--- src/design/gsue_pkg.sv ---
`timescale 1ns / 1ps

package gsue_pkg;

    // action codes of an input transaction
    typedef enum logic [1:0] {
        ACT_REQUEST = 2'd0,
        ACT_TX_SLOT = 2'd1,
        ACT_RX_BYTE = 2'd2,
        ACT_NONE    = 2'd3
    } action_t;

    // status codes of a result transaction
    typedef enum logic [3:0] {
        ST_REQ_ACCEPTED = 4'd0,
        ST_REQ_BUSY     = 4'd1,
        ST_TX_BYTE      = 4'd2,
        ST_CMD_SENT     = 4'd3,
        ST_BYTE_TAKEN   = 4'd4,
        ST_READING_OK   = 4'd5,
        ST_BAD_HEADER   = 4'd6,
        ST_BAD_CHECKSUM = 4'd7,
        ST_IGNORED      = 4'd8
    } status_t;

    // exchange phase, one-hot
    typedef enum logic [2:0] {
        PH_IDLE = 3'b001,
        PH_SEND = 3'b010,
        PH_RECV = 3'b100
    } phase_t;

    localparam int unsigned CMD_LEN = 9;
    localparam logic [7:0] HEADER_BYTE = 8'hFF;

    typedef logic [7:0] cmd_table_t [CMD_LEN];

    // fixed read command sent to the sensor
    localparam cmd_table_t READ_CMD = '{
        8'hFF, 8'h01, 8'h86, 8'h00, 8'h00, 8'h00, 8'h00, 8'h00, 8'h79
    };

endpackage

--- src/design/gas_sensor_uart_exchange_unit.sv ---
`timescale 1ns / 1ps

// channel  | signals                                   | moves
// ---------+-------------------------------------------+----------------------------
// in       | in_valid, in_ready, action, data_byte     | one event per transaction
// out      | out_valid, out_ready, status, tx_byte,    | one result per input
//          | concentration                             | transaction
//
// every input transaction is handled in the cycle it is accepted; its result
// sits in the output register from the next cycle on
// sustained rate is one transaction per cycle while out_ready stays high, set by the single output register
// in_ready stays high while the output register is empty or is being drained,
// so a stalled consumer holds at most one result and stops the input after it
// rst_n clears the exchange state, the stored reading and the output valid
module gas_sensor_uart_exchange_unit #(
    parameter int unsigned FRAME_LENGTH = 9
) (
    input  logic                   clk,
    input  logic                   rst_n,
    input  logic                   in_valid,
    output logic                   in_ready,
    input  logic [1:0]             action,
    input  logic [7:0]             data_byte,
    output logic                   out_valid,
    input  logic                   out_ready,
    output logic [3:0]             status,
    output logic [7:0]             tx_byte,
    output logic [15:0]            concentration
);
    import gsue_pkg::*;

    localparam logic [3:0] FRAME_LEN_C = 4'(FRAME_LENGTH);
    localparam logic [3:0] CMD_LEN_C   = 4'(CMD_LEN);

    // exchange state
    phase_t      phase_reg, phase_next;
    logic        pending_reg, pending_next;
    logic [3:0]  tx_pos_reg, tx_pos_next;
    logic [3:0]  rx_pos_reg, rx_pos_next;
    logic [7:0]  sum_reg, sum_next;
    logic [15:0] buf_reg, buf_next;
    logic [15:0] reading_reg, reading_next;

    // output register
    logic        out_valid_reg;
    status_t     status_reg, status_next;
    logic [7:0]  tx_byte_reg, tx_byte_next;
    logic [15:0] conc_reg;

    logic        in_fire;
    logic [3:0]  rx_pos_inc;
    logic [7:0]  want_sum;

    // the output slot frees up either empty or being taken this cycle
    assign in_ready  = !out_valid_reg || out_ready;
    assign in_fire   = in_valid && in_ready;
    assign rx_pos_inc = rx_pos_reg + 4'd1;
    assign want_sum  = 8'h00 - sum_reg;

    always_comb
    begin
        phase_next   = phase_reg;
        pending_next = pending_reg;
        tx_pos_next  = tx_pos_reg;
        rx_pos_next  = rx_pos_reg;
        sum_next     = sum_reg;
        buf_next     = buf_reg;
        reading_next = reading_reg;
        status_next  = ST_IGNORED;
        tx_byte_next = 8'h00;

        case (action_t'(action))
            ACT_REQUEST:
            begin
                // a request always restarts the exchange but keeps the command position, busy only changes status
                status_next  = pending_reg ? ST_REQ_BUSY : ST_REQ_ACCEPTED;
                pending_next = 1'b1;
                rx_pos_next  = 4'd0;
                sum_next     = 8'h00;
                phase_next   = PH_SEND;
            end
            ACT_TX_SLOT:
            begin
                if (phase_reg == PH_SEND)
                begin
                    if (tx_pos_reg >= CMD_LEN_C)
                    begin
                        tx_pos_next = 4'd0;
                        phase_next  = PH_RECV;
                        status_next = ST_CMD_SENT;
                    end
                    else
                    begin
                        tx_byte_next = READ_CMD[tx_pos_reg];
                        tx_pos_next  = tx_pos_reg + 4'd1;
                        status_next  = ST_TX_BYTE;
                    end
                end
            end
            ACT_RX_BYTE:
            begin
                if (phase_reg == PH_RECV && rx_pos_reg < FRAME_LEN_C)
                begin
                    rx_pos_next = rx_pos_inc;
                    if (rx_pos_inc == 4'd1)
                    begin
                        if (data_byte != HEADER_BYTE)
                        begin
                            pending_next = 1'b0;
                            phase_next   = PH_IDLE;
                            status_next  = ST_BAD_HEADER;
                        end
                        else
                        begin
                            status_next = ST_BYTE_TAKEN;
                        end
                    end
                    else if (rx_pos_inc < FRAME_LEN_C)
                    begin
                        // reading is high byte times 256 plus low byte
                        if (rx_pos_inc == 4'd3)
                        begin
                            buf_next = {data_byte, 8'h00};
                        end
                        else if (rx_pos_inc == 4'd4)
                        begin
                            buf_next = buf_reg + {8'h00, data_byte};
                        end
                        sum_next    = sum_reg + data_byte;
                        status_next = ST_BYTE_TAKEN;
                    end
                    else
                    begin
                        // last byte carries the two's complement of the sum
                        if (want_sum == data_byte)
                        begin
                            reading_next = buf_reg;
                            status_next  = ST_READING_OK;
                        end
                        else
                        begin
                            status_next = ST_BAD_CHECKSUM;
                        end
                        pending_next = 1'b0;
                        phase_next   = PH_IDLE;
                    end
                end
            end
            default:
            begin
                status_next = ST_IGNORED;
            end
        endcase
    end

    always_ff @(posedge clk or negedge rst_n)
    begin
        if (!rst_n)
        begin
            phase_reg     <= PH_IDLE;
            pending_reg   <= 1'b0;
            tx_pos_reg    <= 4'd0;
            rx_pos_reg    <= 4'd0;
            sum_reg       <= 8'h00;
            buf_reg       <= 16'h0000;
            reading_reg   <= 16'h0000;
            out_valid_reg <= 1'b0;
        end
        else
        begin
            if (in_fire)
            begin
                phase_reg     <= phase_next;
                pending_reg   <= pending_next;
                tx_pos_reg    <= tx_pos_next;
                rx_pos_reg    <= rx_pos_next;
                sum_reg       <= sum_next;
                buf_reg       <= buf_next;
                reading_reg   <= reading_next;
                out_valid_reg <= 1'b1;
            end
            else if (out_ready)
            begin
                out_valid_reg <= 1'b0;
            end
        end
    end

    // result payload, loaded only with a new transaction
    always_ff @(posedge clk)
    begin
        if (in_fire)
        begin
            status_reg  <= status_next;
            tx_byte_reg <= tx_byte_next;
            conc_reg    <= reading_next;
        end
    end

    assign out_valid     = out_valid_reg;
    assign status        = status_reg;
    assign tx_byte       = tx_byte_reg;
    assign concentration = conc_reg;

    // an active exchange always has pending set
    a_phase_pending: assert property (@(posedge clk) disable iff (!rst_n)
        (phase_reg != PH_IDLE) |-> pending_reg)
        else $error("exchange active without pending flag");

    a_tx_range: assert property (@(posedge clk) disable iff (!rst_n)
        tx_pos_reg <= CMD_LEN_C)
        else $error("command position past end");

    a_rx_range: assert property (@(posedge clk) disable iff (!rst_n)
        rx_pos_reg <= FRAME_LEN_C)
        else $error("receive position past frame");

    // every accepted transaction leaves a result behind
    a_result: assert property (@(posedge clk) disable iff (!rst_n)
        in_fire |=> out_valid_reg)
        else $error("accepted transaction produced no result");

    // the shown reading only moves with a new result
    a_conc_hold: assert property (@(posedge clk) disable iff (!rst_n)
        (out_valid_reg && !out_ready) |=> $stable(conc_reg))
        else $error("reading changed while result stalled");

endmodule

--- config.mk ---
export PLATFORM = sky130hd
export DESIGN_NAME = gas_sensor_uart_exchange_unit
export DESIGN_NICKNAME = d
export VERILOG_FILES = /design/src/design/gsue_pkg.sv /design/src/design/gas_sensor_uart_exchange_unit.sv
export SDC_FILE = /design/constraint.sdc
export NUM_CORES = 1
export LEC_CHECK = 0
export BUFFER_PORTS_ARGS = -buffer_cell sky130_fd_sc_hd__buf_2
export CAP_MARGIN = 30
export CORE_ASPECT_RATIO = 1.5
export CORE_UTILIZATION = 64
export DETAILED_ROUTE_END_ITERATION = 6
export GPL_ROUTABILITY_DRIVEN = 0
export PLACE_DENSITY_LB_ADDON = 0.3
export SLEW_MARGIN = 0
export SYNTH_ARGS = -nofsm -noshare
export SYNTH_HDL_FRONTEND = slang
export SYNTH_SLANG_ARGS = --single-unit
--- constraint.sdc ---
create_clock -name clk -period 5.9 [get_ports clk]
set_input_delay 0.59 -clock clk [delete_from_list [all_inputs] [get_ports clk]]
set_output_delay 0.59 -clock clk [all_outputs]
set_load 0.1 [all_outputs]
==> metrics.yaml <==
status: "complete, no violations"
holdBufCountCts: 0
hold-worst-slack_ps: 338
antenna_found_initial: 0
path_class: "flop to flop"
cts-htree-levels: 3
post_cts_buffers: 0
vdd_drop_max_uv: 268
fin_crit_sh_pct: 54.2
synth_top_family_by_area: "compound AO/OA/AOI/OAI gates"
fin_skew_ps: 11.0
netSwitchingPower_uw: 606
tns_ps: 0
synth_top_flop_cell: "dfrtp_1"
route.detailed.drc: 0
placed_cells: 569
ys_top_cells_by_area: "dfrtp_1 (28%), edfxtp_1 (15%), mux2_2 (7.7%)"
drt_wl_total_um: 10400
drive_gt1_share_pct: 21.9
power_uw: 1570
maxCapViolCount: 0
insertion_delay_ps: 360
num_rows: 37
cts_resized: 0
slew_headroom_pct: 33.7
max_stage_delay_ps: 600
numCtsBuffers: 9
grt_overflow: 0
endpoint_kind: "flop"
hp-class: "primary input to async pin"
yosysTopAreaCell: "dfrtp_1"
cellInternalPower_uw: 961
hpwl_um: 7410
clockBufferDepth: 2
io_buffer_count: 43
synth_xor_area_share_pct: 3.58
grt_pass1_wl_um: 17200
grt_usage_pct: 29.5
cts.clk_slew.worst_paths_ps: 80
p_clk_share_pct: 25.0
leakage_uw: 0.00227
power_density_nw_per_um2: 308
synthSimpleGateAreaFrac_pct: 15.7
path_max_fanout: 11
fin_nets: 545
netlist_area_um2: 4650
crit_arrival_ps: 3310
ant_nets: 0
cts_root_buf: "clkbuf_8"
synth_edf_count: 23
path_cells: "or4_4 > or3_1 > o221ai_2 > mux2i_4 > nor3_2 > buf_4 > mux2_2"
ios: 44
grt_max_degree: 54
hold_viol: 0
syn_inst: 462
drv_slew: 0
required_ps: 6010
comb_power_share_pct: 33.2
netlist-cell-type-count: 58
coreArea_um2: 6940
cts_tree: "done"
syn_nets: 505
drt_iter0_markers: 321
setup_viol: 0
slowest_stage: "or4_4"
synthArstFlopShare_pct: 69.7
area_delta_synth_final_pct: 9.46
post_drt_wl_per_cell_um: 17.9
place_area_um2: 4900
period_needed_ps: 3200
synthAdderAreaFrac_pct: 8.12
start_util_pct: 67.0
vias: 3691
ys_warn_count: 0
pwr-share-seq_pct: 41.8
antenna_cells: 0
dieArea_um2: 7620
die_h_um: 106
synthMuxAreaShare_pct: 8.66
worstMarginPinSlew_ps: 982
rsz0062_at_grt: "false"
max_freq_mhz: 313
switching_share_pct: 38.7
drt_pass1_iterations: 4
synth.avg_cell_area_um2: 10.1
synth_top_area_share_pct: 28.0
grt_pass1_vias: 3703
ys_seq_area_share_pct: 43.4
final_cells: 585
worstSetupStartpointType: "flop"
vias_per_cell: 6.31
die_x_um: 71.6
cts_sinks: 76
ys_seq_elements: 76
final_area_um2: 5090
synth_compound_area_share_pct: 16.6
worst paths after layout:
| check | slack [ps] | cells past startpoint | start | to |
|---|---|---|---|---|
| min in group clk | 440 | 2 | in_valid | out_valid$_DFFE_PN0P_ |
| max in group asynchronous | 5070 | 2 | rst_n | buf_reg[8]$_DFFE_PN0P_ |
| setup / recovery | 2700 | 7 | sum_reg[2]$_DFFE_PN0P_ | concentration[6]$_DFFE_PP_ |
| hold / removal | 340 | 2 | rst_n | rx_pos_reg[3]$_DFFE_PN0P_ |
| hold reg to reg | 510 | 1 | reading_reg[6]$_DFFE_PN0P_ | reading_reg[6]$_DFFE_PN0P_ |
| setup reg to reg | 2700 | 7 | sum_reg[2]$_DFFE_PN0P_ | concentration[6]$_DFFE_PP_ |
routing by layer:
layer,GRT usage [%],part of all wire [%],vias to the layer above
li1,-,-,1769
met1,32.5,38,1785
met2,54.5,55,113
met3,3.89,4.0,24
met4,14.4,2.8,0
met5,0,0,-
final cells by class:
| type | instances | area (um2) |
|---|---|---|
| tap | 78 | 97.6 |
| timing repair buffer | 49 | 265 |
| inverter | 19 | 71.3 |
| clock buffer | 10 | 128 |
| clock inverter | 6 | 62.6 |
| multi-input combinational | 347 | 2450 |
| fill | 498 | 1850 |
| sequential | 76 | 2020 |
power by group through the flow:
| stage | registers, uW | clock network [uW] | logic (uW) |
|---|---|---|---|
| 3_5_place_dp | 665 | 0 | 513 |
| 4_1_cts | 655 | 396 | 518 |
| 2_1_floorplan | 704 | 0 | 362 |
| 6_report | 656 | 392 | 520 |
| 3_3_place_gp | 661 | 0 | 494 |
| 5_1_grt | 665 | 416 | 569 |
kinds of logic after synthesis:
logic type	Yosys count
buffers and inverters	39
DFF	76
muxes	35
AOI/OAI and AO/OA	121
adders and majority gates	29
xor gates and xnor gates	19
and+or+nand+nor	143
layout by cell type, fill, tap and decap left out, types with 5 or more instances in the layout:
master and n:
inv_1 19, nand2_1 51, nand3_1 16, ha_1 27, xnor2_1 8, o31ai_1 5
clkbuf_8 9, xor2_1 11, o22ai_1 6, dfrtp_1 52, nor2_1 23, o21ai_0 29
edfxtp_1 23, o211ai_1 6, nor3_1 9, o21a_1 6, mux2_2 32, nand2b_1 5
a21oi_1 34, buf_2 44
stage by stage:
step                      utilization, %  setup WS [ps]
final                               73.4           2700
after global routing                73.4           2560
after CTS                           73.4           2690
after detailed placement            70.6           2550
after global placement              70.3           2590
after floorplan                        -           2470
critical path, delay by kind of cell (launching register included):
family / cells / cell delay, ps
AND/OR/NAND/NOR: 3 / 1480
flip-flops: 1 / 480
multiplexers: 2 / 470
AO/OA/AOI/OAI: 1 / 190
buffers and inverters: 1 / 310
Yosys cell counts, types with 3 or more instances:
cell	count
a211oi_1	4
a21o_1	3
a21oi_1	34
a22o_1	4
a31oi_1	4
and3_1	4
buf_4	6
clkbuf_1	12
dfrtp_1	52
edfxtp_1	23
ha_1	27
inv_1	19
mux2_2	32
nand2_1	51
nand2b_1	5
nand3_1	16
nand4_1	4
nand4b_1	4
nor2_1	23
nor3_1	9
nor3b_1	4
nor4_1	3
o211ai_1	6
o21a_1	6
o21ai_0	30
o21bai_1	3
o22ai_1	6
o31ai_1	5
o41ai_1	3
or2_2	3
or3_1	4
xnor2_1	8
xor2_1	11
No activity file was read; power rests on OpenSTA's default activity.
